File: src/rtl/assert_macros.svh
// ----------------------------------------------------------------------------
// Assertion macros
// Shared wrappers for the concurrent assertions of the conversion block.
// ----------------------------------------------------------------------------
`ifndef ASSERT_MACROS_SVH
`define ASSERT_MACROS_SVH

// A property that must hold at every clock edge outside reset.
`define ASSERT_PROP(label, clk, rst_n, prop, msg) \
    label: assert property (@(posedge clk) disable iff (!rst_n) prop) \
        else $error(msg);

// A condition that must never be true outside reset.
`define ASSERT_NEVER(label, clk, rst_n, cond, msg) \
    `ASSERT_PROP(label, clk, rst_n, !(cond), msg)

`endif

File: src/rtl/itoa_pkg.sv
// ----------------------------------------------------------------------------
// itoa_pkg
// Types and constants shared by the integer to decimal text converter.
// ----------------------------------------------------------------------------
`timescale 1ns / 1ps
`default_nettype none

package itoa_pkg;

    localparam logic [7:0] ASCII_ZERO  = 8'h30;
    localparam logic [7:0] ASCII_NINE  = 8'h39;
    localparam logic [7:0] ASCII_MINUS = 8'h2D;

    typedef enum logic [2:0] {
        S_IDLE,
        S_CONV,
        S_SIGN,
        S_SKIP,
        S_EMIT
    } t_state;

    // Commands from the controller to the datapath.
    typedef struct packed {
        logic load;
        logic conv_step;
        logic skip_shift;
        logic emit_sign;
        logic emit_digit;
    } t_dp_cmd;

    // Status from the datapath to the controller.
    typedef struct packed {
        logic conv_done;
        logic top_zero;
        logic left_one;
        logic negative;
        logic slot_free;
    } t_dp_status;

endpackage

`default_nettype wire

File: src/rtl/itoa_if.sv
// ----------------------------------------------------------------------------
// itoa_if
// Valid/ready channels for integer input beats and character output beats.
// ----------------------------------------------------------------------------
`timescale 1ns / 1ps
`default_nettype none

interface itoa_in_if #(
    parameter int VALUE_BITS = 32
);
    logic                         valid;
    logic                         ready;
    logic signed [VALUE_BITS-1:0] signed_value;

    modport source (output valid, output signed_value, input ready);
    modport sink   (input valid, input signed_value, output ready);
endinterface

interface itoa_out_if;
    logic       valid;
    logic       ready;
    logic [7:0] ascii_char;
    logic       is_last;

    modport source (output valid, output ascii_char, output is_last, input ready);
    modport sink   (input valid, input ascii_char, input is_last, output ready);
endinterface

`default_nettype wire

File: src/rtl/itoa_ctrl.sv
// ----------------------------------------------------------------------------
// itoa_ctrl
// Sequencer for load, binary to BCD conversion, leading-zero skip, sign and digit output.
// ----------------------------------------------------------------------------
`timescale 1ns / 1ps
`default_nettype none
`include "assert_macros.svh"

module itoa_ctrl
    import itoa_pkg::*;
(
    input  wire logic       i_clk,
    input  wire logic       i_rst_n,
    input  wire logic       i_in_valid,
    output logic            o_in_ready,
    input  wire t_dp_status i_status,
    output t_dp_cmd         o_cmd
);

    t_state r_state;
    t_state n_state;

    always_ff @(posedge i_clk) begin
        if (!i_rst_n) begin
            r_state <= S_IDLE;
        end else begin
            r_state <= n_state;
        end
    end

    always_comb begin
        n_state    = r_state;
        o_cmd      = '0;
        o_in_ready = 1'b0;
        unique case (r_state)
            S_IDLE: begin
                o_in_ready = 1'b1;
                if (i_in_valid) begin
                    o_cmd.load = 1'b1;
                    n_state    = S_CONV;
                end
            end
            S_CONV: begin
                if (!i_status.conv_done) begin
                    o_cmd.conv_step = 1'b1;
                end else if (i_status.negative) begin
                    n_state = S_SIGN;
                end else begin
                    n_state = S_SKIP;
                end
            end
            S_SIGN: begin
                if (i_status.slot_free) begin
                    o_cmd.emit_sign = 1'b1;
                    n_state         = S_SKIP;
                end
            end
            S_SKIP: begin
                // Leading zeros are dropped, but the units digit always stays.
                if (i_status.top_zero && !i_status.left_one) begin
                    o_cmd.skip_shift = 1'b1;
                end else begin
                    n_state = S_EMIT;
                end
            end
            S_EMIT: begin
                if (i_status.slot_free) begin
                    o_cmd.emit_digit = 1'b1;
                    if (i_status.left_one) begin
                        n_state = S_IDLE;
                    end
                end
            end
            default: begin
                n_state = S_IDLE;
            end
        endcase
    end

    `ASSERT_PROP(a_emit_needs_slot, i_clk, i_rst_n,
        (o_cmd.emit_digit || o_cmd.emit_sign) |-> i_status.slot_free,
        "character issued while the output register is occupied")

    `ASSERT_PROP(a_load_starts_conv, i_clk, i_rst_n,
        o_cmd.load |=> (r_state == S_CONV),
        "accepted beat did not start a conversion")

endmodule

`default_nettype wire

File: src/rtl/itoa_dpath.sv
// ----------------------------------------------------------------------------
// itoa_dpath
// Magnitude, double-dabble BCD register, digit counter and output register.
// ----------------------------------------------------------------------------
`timescale 1ns / 1ps
`default_nettype none
`include "assert_macros.svh"

module itoa_dpath
    import itoa_pkg::*;
#(
    parameter int VALUE_BITS = 32
) (
    input  wire logic                         i_clk,
    input  wire logic                         i_rst_n,
    input  wire logic signed [VALUE_BITS-1:0] i_value,
    input  wire t_dp_cmd                      i_cmd,
    output t_dp_status                        o_status,
    input  wire logic                         i_out_ready,
    output logic                              o_out_valid,
    output logic [7:0]                        o_out_char,
    output logic                              o_out_last
);

    localparam int ND = (VALUE_BITS * 3) / 10 + 2;
    localparam int BW = 4 * ND;
    localparam int CW = $clog2(VALUE_BITS + 1);
    localparam int DW = $clog2(ND + 1);

    logic [VALUE_BITS-1:0] r_mag;
    logic [VALUE_BITS-1:0] n_mag;
    logic                  r_neg;
    logic                  n_neg;
    logic [BW-1:0]         r_bcd;
    logic [BW-1:0]         n_bcd;
    logic [BW-1:0]         w_bcd_adj;
    logic [CW-1:0]         r_bit_cnt;
    logic [CW-1:0]         n_bit_cnt;
    logic [DW-1:0]         r_left;
    logic [DW-1:0]         n_left;
    logic                  r_out_valid;
    logic                  n_out_valid;
    logic [7:0]            r_out_char;
    logic [7:0]            n_out_char;
    logic                  r_out_last;
    logic                  n_out_last;
    logic [3:0]            w_top;
    logic [VALUE_BITS-1:0] w_raw;

    assign w_top = r_bcd[BW-1 -: 4];
    assign w_raw = VALUE_BITS'(i_value);

    // Add-3 correction on every BCD digit before the next shift.
    always_comb begin
        for (int d = 0; d < ND; d++) begin
            w_bcd_adj[4*d +: 4] = (r_bcd[4*d +: 4] >= 4'd5) ?
                                  (r_bcd[4*d +: 4] + 4'd3) : r_bcd[4*d +: 4];
        end
    end

    always_comb begin
        n_mag       = r_mag;
        n_neg       = r_neg;
        n_bcd       = r_bcd;
        n_bit_cnt   = r_bit_cnt;
        n_left      = r_left;
        n_out_char  = r_out_char;
        n_out_last  = r_out_last;
        n_out_valid = r_out_valid && !i_out_ready;
        if (i_cmd.load) begin
            n_neg     = w_raw[VALUE_BITS-1];
            n_mag     = w_raw[VALUE_BITS-1] ? (~w_raw + VALUE_BITS'(1)) : w_raw;
            n_bcd     = '0;
            n_bit_cnt = CW'(VALUE_BITS);
            n_left    = DW'(ND);
        end
        if (i_cmd.conv_step) begin
            n_bcd     = {w_bcd_adj[BW-2:0], r_mag[VALUE_BITS-1]};
            n_mag     = {r_mag[VALUE_BITS-2:0], 1'b0};
            n_bit_cnt = r_bit_cnt - CW'(1);
        end
        if (i_cmd.skip_shift || i_cmd.emit_digit) begin
            n_bcd  = {r_bcd[BW-5:0], 4'h0};
            n_left = r_left - DW'(1);
        end
        if (i_cmd.emit_sign) begin
            n_out_valid = 1'b1;
            n_out_char  = ASCII_MINUS;
            n_out_last  = 1'b0;
        end
        if (i_cmd.emit_digit) begin
            n_out_valid = 1'b1;
            n_out_char  = ASCII_ZERO + {4'h0, w_top};
            n_out_last  = (r_left == DW'(1));
        end
    end

    always_ff @(posedge i_clk) begin
        if (!i_rst_n) begin
            r_out_valid <= 1'b0;
        end else begin
            r_out_valid <= n_out_valid;
        end
    end

    always_ff @(posedge i_clk) begin
        r_mag      <= n_mag;
        r_neg      <= n_neg;
        r_bcd      <= n_bcd;
        r_bit_cnt  <= n_bit_cnt;
        r_left     <= n_left;
        r_out_char <= n_out_char;
        r_out_last <= n_out_last;
    end

    assign o_status.conv_done = (r_bit_cnt == '0);
    assign o_status.top_zero  = (w_top == 4'h0);
    assign o_status.left_one  = (r_left == DW'(1));
    assign o_status.negative  = r_neg;
    assign o_status.slot_free = !r_out_valid || i_out_ready;

    assign o_out_valid = r_out_valid;
    assign o_out_char  = r_out_char;
    assign o_out_last  = r_out_last;

    `ASSERT_PROP(a_char_is_text, i_clk, i_rst_n,
        r_out_valid |-> (r_out_char == ASCII_MINUS ||
                         (r_out_char >= ASCII_ZERO && r_out_char <= ASCII_NINE)),
        "output beat is neither a digit nor a minus sign")

    `ASSERT_NEVER(a_minus_not_last, i_clk, i_rst_n,
        r_out_valid && r_out_char == ASCII_MINUS && r_out_last,
        "minus sign flagged as the final character")

endmodule

`default_nettype wire

File: src/rtl/signed_int_to_decimal_ascii_top.sv
// After an input beat the magnitude passes bit by bit through the double-dabble
//   loop, then the minus sign (when negative) and the digits follow, most significant first.
// A new integer is taken only after the last digit of the one before is issued;
//   the pace is set by the bit-serial double-dabble loop, by one BCD shift for
//   each of the ND = 3*VALUE_BITS/10 + 2 digits (11 at 32 bits), and by output stalls.
// Reset is synchronous, active low, and clears the state machine and output valid.
// ----------------------------------------------------------------------------
// signed_int_to_decimal_ascii_top
// Converts a signed integer to decimal ASCII text, one character per beat.
// ----------------------------------------------------------------------------
`timescale 1ns / 1ps
`default_nettype none

module signed_int_to_decimal_ascii_top
    import itoa_pkg::*;
#(
    parameter int VALUE_BITS = 32
) (
    input  wire logic  i_clk,
    input  wire logic  i_rst_n,
    itoa_in_if.sink    i_in,
    itoa_out_if.source o_out
);

    // The controller and the datapath talk only through these two structs.
    t_dp_cmd    w_cmd;
    t_dp_status w_status;

    // The controller accepts an input beat only when it is idle. The
    // output register in the datapath lets the final character of one
    // number wait for the sink while the next number is accepted.
    itoa_ctrl u_ctrl (
        .i_clk      (i_clk),
        .i_rst_n    (i_rst_n),
        .i_in_valid (i_in.valid),
        .o_in_ready (i_in.ready),
        .i_status   (w_status),
        .o_cmd      (w_cmd)
    );

    // The datapath takes the magnitude, turns it into packed BCD one bit per
    // cycle, then shifts digits out from the most significant end. Leading
    // zeros are shifted away without a beat; the units digit is always sent,
    // so zero gives a single '0'. The most negative value negates to its own
    // bit pattern, which read as unsigned is the correct magnitude.
    itoa_dpath #(
        .VALUE_BITS (VALUE_BITS)
    ) u_dpath (
        .i_clk       (i_clk),
        .i_rst_n     (i_rst_n),
        .i_value     (i_in.signed_value),
        .i_cmd       (w_cmd),
        .o_status    (w_status),
        .i_out_ready (o_out.ready),
        .o_out_valid (o_out.valid),
        .o_out_char  (o_out.ascii_char),
        .o_out_last  (o_out.is_last)
    );

endmodule

`default_nettype wire

File: src/flat_wrapper.sv
// flat-port wrapper written by rule: the top's interface ports become plain ports
module signed_int_to_decimal_ascii_top_flat import itoa_pkg::*;
#(
    parameter int VALUE_BITS = 32
)
  (i_clk, i_rst_n, i_in_valid, i_in_signed_value, i_in_ready, o_out_valid, o_out_ascii_char, o_out_is_last, o_out_ready);
  itoa_in_if #(.VALUE_BITS(VALUE_BITS)) i_in_i ();
  itoa_out_if o_out_i ();
  input  wire logic i_clk;
  input  wire logic i_rst_n;
  input wire logic [$bits(i_in_i.valid)-1:0] i_in_valid;
  input wire logic [$bits(i_in_i.signed_value)-1:0] i_in_signed_value;
  output wire logic [$bits(i_in_i.ready)-1:0] i_in_ready;
  output wire logic [$bits(o_out_i.valid)-1:0] o_out_valid;
  output wire logic [$bits(o_out_i.ascii_char)-1:0] o_out_ascii_char;
  output wire logic [$bits(o_out_i.is_last)-1:0] o_out_is_last;
  input wire logic [$bits(o_out_i.ready)-1:0] o_out_ready;
  assign i_in_i.valid = i_in_valid;
  assign i_in_i.signed_value = i_in_signed_value;
  assign i_in_ready = i_in_i.ready;
  assign o_out_valid = o_out_i.valid;
  assign o_out_ascii_char = o_out_i.ascii_char;
  assign o_out_is_last = o_out_i.is_last;
  assign o_out_i.ready = o_out_ready;
  signed_int_to_decimal_ascii_top #(.VALUE_BITS(VALUE_BITS)) u_core (.i_clk(i_clk), .i_rst_n(i_rst_n), .i_in(i_in_i), .o_out(o_out_i));
endmodule
File: config.mk
export PLATFORM = sky130hd
export DESIGN_NAME = signed_int_to_decimal_ascii_top_flat
export DESIGN_NICKNAME = d
export VERILOG_FILES = /design/src/rtl/itoa_pkg.sv /design/src/rtl/itoa_if.sv /design/src/rtl/itoa_ctrl.sv /design/src/rtl/itoa_dpath.sv /design/src/rtl/signed_int_to_decimal_ascii_top.sv /design/src/flat_wrapper.sv
export VERILOG_INCLUDE_DIRS = /design/src /design/src/rtl
export SDC_FILE = /design/constraint.sdc
export NUM_CORES = 1
export LEC_CHECK = 0
export BUFFER_PORTS_ARGS = -buffer_cell sky130_fd_sc_hd__buf_2
export CORE_UTILIZATION = 35
export DETAILED_ROUTE_END_ITERATION = 16
export SLEW_MARGIN = 30
export SYNTH_ARGS = -nofsm -noshare
export SYNTH_HDL_FRONTEND = slang
export SYNTH_HIERARCHICAL = 1
export SYNTH_SLANG_ARGS = --single-unit
File: constraint.sdc
create_clock -name i_clk -period 8.5 [get_ports i_clk]
set_input_delay 1.275 -clock i_clk [delete_from_list [all_inputs] [get_ports i_clk]]
set_output_delay 1.275 -clock i_clk [all_outputs]
set_load 0.03 [all_outputs]
==> results of run 1 <==
==> power groups by stage <==
stage	Sequential (mW)	Clock, mW	Combinational [mW]
final	0.885	0.435	0.727
after global routing	0.908	0.464	0.824
after CTS	0.882	0.447	0.733
after detailed placement	0.889	0	0.726
after global placement	0.882	0	0.694
after floorplan	0.855	0	0.577
==> metal layers <==
metal / share of wire / wire, um
met5: 0 / 0
met4: 0.0067 / 91
met3: 0.048 / 649
met2: 0.50 / 6791
met1: 0.44 / 6022
==> sequential cells by signal, indices dropped and copies added, names as in the netlist <==
register	cells
u_core/u_dpath/r_bit_cnt	6
u_core/u_dpath/o_out_char	5
u_core/u_dpath/r_neg	1
u_core/u_dpath/r_bcd	44
u_core/u_dpath/o_out_last	1
u_core/u_dpath/r_mag	32
u_core/u_dpath/r_left	4
u_core/u_dpath/o_out_valid	1
u_core/u_ctrl/r_state	3
==> cell usage in the layout, fill, tap and decap left out, types with 5 or more instances in the layout <==
| master | instances |
|---|---|
| or3_1 | 6 |
| a31oi_1 | 5 |
| o311ai_0 | 6 |
| buf_4 | 7 |
| o31ai_1 | 14 |
| a32oi_1 | 12 |
| nor3_1 | 23 |
| nor2b_1 | 5 |
| nor4_1 | 6 |
| clkbuf_16 | 9 |
| edfxtp_1 | 88 |
| o21a_1 | 5 |
| nand2_1 | 53 |
| ha_1 | 27 |
| buf_2 | 43 |
| or4_1 | 19 |
| inv_1 | 39 |
| xnor2_1 | 20 |
| mux2_2 | 11 |
| nor2_1 | 21 |
| dfxtp_1 | 9 |
| o32ai_1 | 10 |
| a41oi_1 | 6 |
| o21ai_0 | 39 |
| and2_1 | 6 |
| nor3b_1 | 10 |
| o22ai_1 | 16 |
| xor2_1 | 15 |
| a21oi_1 | 29 |
| nand3_1 | 17 |
| nand2b_1 | 18 |
==> path summary, 6_finish.rpt <==
kind                                  from                        to  slack, ns  depth (start not counted)
setup / recovery     i_in_signed_value[10]  u_core/u_dpath/r_mag[25]       4.66                          5
hold / removal     u_core/u_dpath/r_mag[0]   u_core/u_dpath/r_mag[0]       0.50                          2
setup reg to reg  u_core/u_dpath/r_left[1]  u_core/u_dpath/r_bcd[36]       5.29                         10
hold reg to reg    u_core/u_dpath/r_mag[0]   u_core/u_dpath/r_mag[0]       0.50                          2
==> area by class of cell <==
cell class,count,area [um2]
Clock buffer,12,246.5
Clock inverter,4,67.56
Fill cell,1678,10010
Inverter,41,153.9
Multi-Input combinational cell,439,2974
Sequential cell,97,2823
Tap cell,220,275.3
Timing Repair Buffer,50,267.8
==> logic make-up after synthesis <==
kind of cell,Yosys count,synth area share
xor gates and xnor gates,35,0.05026
muxes,13,0.02359
buffers and inverters,76,0.05128
adders and majority gates,27,0.05538
and+or+nand+nor,202,0.1789
other,2,0.001231
AOI/OAI and AO/OA,159,0.1766
DFF,97,0.4628
==> per-stage QoR <==
stage | worst slack, ns | cells | power, mW
final | 4.664 | 863 | 2.046
after global routing | 4.593 | 863 | 2.196
after CTS | 4.687 | 863 | 2.061
after detailed placement | 4.307 | 847 | 1.615
after global placement | 4.449 | 847 | 1.576
after floorplan | 4.622 | 612 | 1.433
==> worst max-delay path, stage by stage <==
cell and delay, ns:
buf_2 0.12, nor4_1 0.84, nand4_1 0.76, o41a_1 0.61
a311o_1 0.32
==> results.tsv, run 1 <==
metric	value	unit
Core ar.	16820	um2
# H-tree levels	3	
DIE HEIGHT	134.0	um
remaining global-route overflow	0	
number of synthesized flops with an enable pin	88	
IO Port Bufs	43	
Setup Viol. Count Final	0	
crit path launch type	input port	
ys async rst share	0	
vias	4830	
total setup buffers inserted after CTS	0	
CTS Hold Bufs	0	
Yosys reg bits	97	
grt met1 use	0.1877	
CTS tree	built	
Synth Flop Type	edfxtp_1	
Leak	2.397	nW
Reg clk slew, reported paths	0.07	ns
Post-Route Skew	0.009187	ns
grt met3 use	0.03779	
fin nets	701	
DRC violations left	0	
largest net degree at the start of global routing	64	
Area after DPL	6494	um2
clock sink count	97	
Flop pwr share	0.432	
worst hold margin	0.5046	ns
Setup TNS	0	ns
Worst Path Arrival	3.93	ns
max_cap viols	0	
die footprint	17960	um2
count leader, synth	edfxtp_1	
Tmin final	3.836	ns
synthesized instance count	611	
Synth top cells by count	edfxtp_1, nand2_1, inv_1, o21ai_0, a21oi_1	
worst relative slew slack	0.3407	
Worst Tran Pin Value	0.9799	ns
GPL Wtd Cong	0.8193	
Pre-antenna DRT Iters	4	
Final Max Tran Viols	0	
post-CTS resize count	0	
drt wl/cell	15.71	um
Layout Area Growth over Synthesis	11.61	%
status	finished, final reports clean	
DP HPWL	8922	um
CTS max path bufs	2	
Comb pwr share	0.355	
Initial Util	0.3627	
Max Fclk	260.7	MHz
Util after Layout	0.4048	
routing usage on met2	0.2714	
period utilization	0.4513	
Clk pwr share	0.212	
P_int	1.337	mW
antenna viol nets, final	0	
count of cell types in the netlist	53	
Psw	0.7093	mW
cell area after synthesis	6100	um2
Skew-Pair Late Insertion Delay	0.34	ns
Avg Inst Size Synth	9.983	um2
antenna cell count	0	
I/O pins	47	
CP Max Fanout	15	
Sw Share	0.3466	
CP Capture Type	flop	
# rows	47	
power per cell area	300.6	nW/um2
yosys warns	6	
share of cells above drive strength 1	0.1275	
post-layout instance area	6808	um2
worst min path class	reg2reg	
routed wire length	13560	um
critical path type	in2reg	
CTS Root Cell	clkbuf_16	
cts bufs inserted	9	
first-pass GRT wire length	22440	um
WP data required	8.59	ns
post-synthesis sequential area ratio	0.4628	
Total Routing Usage GR	0.1558	
vias in the first global route	4674	
Vias/cell	5.597	
chip width	134.0	um
Most Crowded Layer GR	met2	
share of the synthesized area in the top cell type	0.4332	
worst vdd ir	132.9	uV
Synth area leaders	edfxtp_1, ha_1, nand2_1	
Final Hold Viols	0	
DRT iter0 DRCs	262	
initial antenna violation count	0	
Synth area leader	edfxtp_1	
RSZ-0062 raised after global routing	no	
Power figures use the tool's default switching activity.
==> run 2, diff against run 1 <==
--- a/config.mk
+++ b/config.mk
@@ -6,6 +6,7 @@
 export SDC_FILE = /design/constraint.sdc
 export NUM_CORES = 1
 export LEC_CHECK = 0
+export ABC_AREA = 1
 export BUFFER_PORTS_ARGS = -buffer_cell sky130_fd_sc_hd__buf_2
 export CORE_UTILIZATION = 35
 export DETAILED_ROUTE_END_ITERATION = 16
==> constraint.sdc (replaced) <==
create_clock -name i_clk -period 3.7 [get_ports i_clk]
set_input_delay 0.555 -clock i_clk [delete_from_list [all_inputs] [get_ports i_clk]]
set_output_delay 0.555 -clock i_clk [all_outputs]
set_load 0.03 [all_outputs]
==> run 2 against run 1 <==
Effect of this change: register-to-register slack lost 4.3 ns; final cell count grew 17%; synthesized area grew 0.57%; first-iteration DRC count grew 6.1%; critical endpoint is now u_core/u_dpath/r_bcd[5]; power grew to 2.6 times the previous value; hold slack lost 0.050 ns; highest routed layer unchanged; flip-flop and latch count is the same.
==> results.tsv, run 2 <==
metric	value	unit	change
Pre-antenna DRT Iters	5		+1
Max Fclk	362.7	MHz	
worst min path class	reg2reg		
Synth top cells by count	nand2_1, inv_1, edfxtp_1		
DIE HEIGHT	134.4	um	+0.28%
antenna cell count	0		unchanged
synthesized instance count	742		+21%
Sw Share	0.4092		+0.06253
complex-gate fraction of the synthesized area	0.1291		-0.04751
fin nets	845		+21%
Avg Inst Size Synth	8.268	um2	-17%
# H-tree levels	3		unchanged
DRT iter0 DRCs	278		+6.1%
Initial Util	0.3572		-0.005516
cts bufs inserted	9		unchanged
drt wl/cell	12.74	um	-19%
count of cell types in the netlist	39		-26%
Largest register FFs	44		unchanged
power per cell area	784.7	nW/um2	+160%
share of cells above drive strength 1	0.1245		-0.003004
CTS max path bufs	2		unchanged
P_int	3.174	mW	+140%
cell area after synthesis	6135	um2	+0.57%
CTS Hold Bufs	0		unchanged
max_cap viols	0		unchanged
ys async rst share	0		unchanged
share of the synthesized area in the top cell type	0.4308		-0.002474
routed wire length	12900	um	-4.9%
Synth Flop Type	edfxtp_1		
Core ar.	17180	um2	+2.1%
Tmin final	2.757	ns	
clock sink count	97		unchanged
Worst Tran Pin Value	0.5634	ns	-0.4165 ns
remaining global-route overflow	0		unchanged
Comb pwr share	0.405		+0.050
vias	4998		+3.5%
Clk pwr share	0.171		-0.041
Vias/cell	4.939		-12%
RSZ-0062 raised after global routing	no		
Flop pwr share	0.424		-0.008
Final Max Tran Viols	0		unchanged
post-synthesis sequential area ratio	0.4601		-0.002643
Layout Area Growth over Synthesis	11.58	%	about the same
r2r setup slk	0.94	ns	-4.35 ns
# rows	48		+2.1%
Setup TNS	0	ns	unchanged
Largest Register	u_core/u_dpath/r_bcd		
Total Routing Usage GR	0.1529		-0.002893
chip width	134.4	um	+0.28%
Synth area leader	edfxtp_1		
number of synthesized flops with an enable pin	88		unchanged
CP Max Fanout	27		+12
vias in the first global route	4628		-0.98%
largest net degree at the start of global routing	45		-30%
commonest non-fill, non-tap cell in the layout	nand2_1		
CTS Root Cell	clkbuf_16		
Worst Path Arrival	2.95	ns	-0.98 ns
Post-Route Skew	0.007912	ns	-0.001275 ns
Skew-Pair Late Insertion Delay	0.35	ns	about the same
initial antenna violation count	0		unchanged
Final Hold Viols	0		unchanged
count leader, synth	nand2_1		
GPL Wtd Cong	0.8363		+2.1%
mux cell area share after synthesis	0		-0.02359
DP HPWL	9250	um	+3.7%
Simple-Gate Fraction of Synth Area	0.2374		+0.05853
WP data required	3.90	ns	-4.69 ns
period utilization	0.7452		
Setup Viol. Count Final	0		unchanged
critical path type	reg2reg		
die footprint	18060	um2	+0.57%
worst hold margin	0.4545	ns	-0.05011 ns
first-pass GRT wire length	22240	um	-0.89%
Leak	2.908	nW	+21%
DRC violations left	0		unchanged
IO Port Bufs	43		unchanged
most frequent cells in the layout	nand2_1, inv_1, edfxtp_1, o21ai_0		
post-CTS resize count	0		unchanged
Top Registers	u_core/u_dpath/r_bcd x44, u_core/u_dpath/r_mag x32, u_core/u_dpath/r_bit_cnt x6		
CP Capture Type	flop		
largest family of logic cells by synthesized area	simple AND/OR/NAND/NOR gates		
antenna viol nets, final	0		unchanged
Yosys reg bits	97		unchanged
Reg clk slew, reported paths	0.06	ns	about the same
yosys warns	6		unchanged
post-layout instance area	6845	um2	+0.55%
Psw	2.198	mW	+210%
xor/xnor share of the synthesized area	0.02570		-0.02456
Synth area leaders	edfxtp_1, nand2_1, inv_1		
CTS tree	built		
I/O pins	47		unchanged
Area after DPL	6558	um2	+0.98%
worst vdd ir	407.1	uV	+210%
total setup buffers inserted after CTS	0		unchanged
worst relative slew slack	0.6244		+0.2837
fraction of the mapped netlist area in adder cells	0.05507		-0.0003163
crit path launch type	flop		
status	finished, final reports clean		
-- run 2: path summary, 6_finish.rpt --
kind	start	to	depth (start not counted)
setup / recovery	u_core/u_dpath/r_left[1]	u_core/u_dpath/r_bcd[5]	12
hold / removal	u_core/u_dpath/r_mag[31]	u_core/u_dpath/r_bcd[0]	2
setup reg to reg	u_core/u_dpath/r_left[1]	u_core/u_dpath/r_bcd[5]	12
hold reg to reg	u_core/u_dpath/r_mag[31]	u_core/u_dpath/r_bcd[0]	2
-- run 2: cell type report --
type,instances,area [um2]
well taps,225,281.5
flip-flops and latches,97,2823
fillers,1789,10330
multi-input cells,508,2758
clock inverters,6,58.81
clock buffers,10,229.0
inverters,118,442.9
repair buffers,48,252.7
-- run 2: logic make-up (layout without fill, tap and decap cells) --
group	Yosys count	in the layout
adders and majority gates	27	27
AOI/OAI and AO/OA	135	135
buffers and inverters	138	182
and+or+nand+nor	325	325
xor gates and xnor gates	18	18
other	2	3
DFF	97	97
-- run 2: power by group through the flow --
stage / Clock [mW] / Sequential (mW) / Combinational, mW
2_1_floorplan: 0 / 2.27 / 1.64
4_1_cts: 0.949 / 2.27 / 2.19
5_1_grt: 0.984 / 2.35 / 2.51
6_report: 0.919 / 2.27 / 2.18
3_5_place_dp: 0 / 2.29 / 2.19
3_3_place_gp: 0 / 2.28 / 2.18
-- run 2: metal layers --
metal | GRT usage | vias to the layer above | wire [um] | share of wire
li1 | - | 2568 | - | -
met1 | 0.2062 | 2326 | 6395 | 0.50
met2 | 0.2461 | 92 | 5851 | 0.45
met3 | 0.03893 | 12 | 533 | 0.041
met4 | 0.03371 | 0 | 116 | 0.0090
met5 | 0 | - | 0 | 0
-- run 2: worst max-delay path, stage by stage (launching register included) --
cell and delay (ns):
edfxtp_1 0.41, inv_1 0.10, ha_1 0.14, inv_1 0.05, nor3_1 0.18, nor2_1 0.07, nand2_1 0.10, inv_1 0.07
nor2_4 0.33, nand2_2 0.35, inv_2 0.48, o21ai_0 0.17, o22ai_1 0.14
-- run 2: metrics by stage --
step,utilization,power (mW),instances,setup WS (ns)
2_1_floorplan,-,3.916,743,1.052
3_3_place_gp,0.3818,4.466,996,0.9689
3_5_place_dp,0.3818,4.478,996,0.9052
4_1_cts,0.3985,5.418,1012,0.8959
5_1_grt,0.3985,5.850,1012,0.5870
6_report,0.3985,5.371,1012,0.9428
==> run 3, diff against run 2 <==
==> constraint.sdc (replaced) <==
create_clock -name i_clk -period 2.5 [get_ports i_clk]
set_input_delay 0.375 -clock i_clk [delete_from_list [all_inputs] [get_ports i_clk]]
set_output_delay 0.375 -clock i_clk [all_outputs]
set_load 0.03 [all_outputs]
==> run 3 against run 2 <==
Effect of this change: final cell count is 0.69% higher; clock-buffer cell count is 1 higher; combinational power increased by 52%.
==> results.tsv, run 3 (synthesis gave the netlist of run 2 again) <==
metric	value	unit	change
commonest non-fill, non-tap cell in the layout	nand2_1		
Largest Register	u_core/u_dpath/r_bcd		
DRT iter0 DRCs	283		+1.8%
share of cells above drive strength 1	0.1310		+0.006459
CP Capture Type	flop		
CTS max path bufs	2		unchanged
largest net degree at the start of global routing	39		-13%
Skew-Pair Late Insertion Delay	0.35	ns	about the same
non-filler cells, final	1019		+0.69%
die footprint	18060	um2	unchanged
Reg clk slew, reported paths	0.07	ns	about the same
vias in the first global route	4555		-1.6%
max_cap viols	0		unchanged
Worst Tran Pin Value	0.5092	ns	-0.05423 ns
RSZ-0062 raised after global routing	no		
Leak	2.922	nW	+0.48%
I/O pins	47		unchanged
clock sink count	97		unchanged
vias	4939		-1.2%
worst min path class	in2reg		
status	finished, final reports clean		
DRC violations left	0		unchanged
initial antenna violation count	0		unchanged
Top Registers	u_core/u_dpath/r_bcd x44, u_core/u_dpath/r_mag x32, u_core/u_dpath/r_bit_cnt x6		
CP Max Fanout	27		unchanged
total setup buffers inserted after CTS	0		unchanged
cts bufs inserted	9		unchanged
# H-tree levels	3		unchanged
remaining global-route overflow	0		unchanged
first-pass GRT wire length	21950	um	-1.3%
critical path type	reg2reg		
Core ar.	17180	um2	unchanged
Pre-antenna DRT Iters	4		-1
Setup Viol. Count Final	0		unchanged
Setup TNS	0	ns	unchanged
# placed instances	1003		+0.70%
Tmin final	2.202	ns	-0.5549 ns
post-CTS resize count	0		unchanged
GPL Wtd Cong	0.8528		+2.0%
CTS Root Cell	clkbuf_16		
period utilization	0.8809		+0.1357
IO Port Bufs	43		unchanged
DP HPWL	9491	um	+2.6%
chip width	134.4	um	unchanged
antenna viol nets, final	0		unchanged
routed wire length	13040	um	+1.1%
Vias/cell	4.847		-1.9%
Final Hold Viols	0		unchanged
worst relative slew slack	0.6601		+0.03566
CTS Hold Bufs	0		unchanged
worst vdd ir	605.3	uV	+49%
Max Fclk	454.1	MHz	+25%
crit path launch type	flop		
Final Max Tran Viols	0		unchanged
fin nets	852		+0.83%
power per cell area	1156	nW/um2	+47%
WP data required	2.69	ns	-1.21 ns
Layout Area Growth over Synthesis	12.28	%	
Worst Path Arrival	2.39	ns	-0.56 ns
most frequent cells in the layout	nand2_1, inv_1, edfxtp_1, o21ai_0		
Post-Route Skew	0.008969	ns	+0.001058 ns
drt wl/cell	12.79	um	+0.39%
CTS tree	built		
antenna cell count	0		unchanged
Initial Util	0.3572		unchanged
Total Routing Usage GR	0.1522		-0.0006392
DIE HEIGHT	134.4	um	unchanged
Largest register FFs	44		unchanged
# rows	48		unchanged
run 3: cell count changes in the layout (fill, tap and decap cells not counted):
cell and delta:
buf_4 +6, bufinv_16 -1, clkinvlp_4 +3, clkbuf_1 +1
clkinv_2 -2, clkinv_4 -1, buf_12 +1
run 3: worst paths after layout:
check / start / endpoint / slack [ns] / cells after the start
worst max-delay path: u_core/u_dpath/r_left[1] / u_core/u_dpath/r_bcd[5] / 0.30 / 12
worst min-delay path: i_rst_n / u_core/u_ctrl/r_state[1] / 0.28 / 3
worst min register to register: u_core/u_dpath/r_mag[31] / u_core/u_dpath/r_bcd[0] / 0.47 / 2
worst max register to register: u_core/u_dpath/r_left[1] / u_core/u_dpath/r_bcd[5] / 0.30 / 12
run 3: metrics by stage:
stage / util / power, mW / cell area [um2] / worst slack (ns) / hold WS (ns)
6_report: 0.4010 / 7.962 / 6888 / 0.2977 / 0.2795
5_1_grt: 0.4010 / 8.670 / 6888 / 0.03647 / 0.2661
4_1_cts: 0.4010 / 8.051 / 6888 / 0.2985 / 0.2636
3_5_place_dp: 0.3856 / 6.747 / 6623 / 0.3039 / 0.4619
3_3_place_gp: 0.3856 / 6.715 / 6623 / 0.3455 / 0.4657
2_1_floorplan: - / 5.792 / 6141 / 0.2476 / 0.4215
run 3: worst max-delay path: stages (launching register included):
cell and delay (ns):
edfxtp_1 0.40, inv_1 0.10, ha_1 0.14, inv_1 0.04, nor3_1 0.19, nor2_1 0.08, nand2_1 0.10, inv_1 0.07
nor2_4 0.15, nand2_2 0.08, inv_2 0.39, o21ai_0 0.17, o22ai_1 0.14
run 3: per-layer routing:
metal,global-route usage,vias to the layer above,wire length (um)
met1,0.2034,2284,6574
li1,-,2585,-
met5,0,-,0
met2,0.2530,64,6063
met3,0.03288,6,336
met4,0.03121,0,62
run 3: area by class of cell:
type / count / area [um2]
sequential: 97 / 2823
clock inverter: 5 / 32.53
inverter: 118 / 442.9
multi-input combinational: 508 / 2758
fill: 1797 / 10290
clock buffer: 11 / 232.7
tap: 225 / 281.5
timing repair buffer: 55 / 317.8
run 3: report_power, final:
group          switching (mW)  internal, mW
sequential              0.474          2.90
clock                   0.592         0.672
combinational            2.22          1.10
total                    3.29          4.67
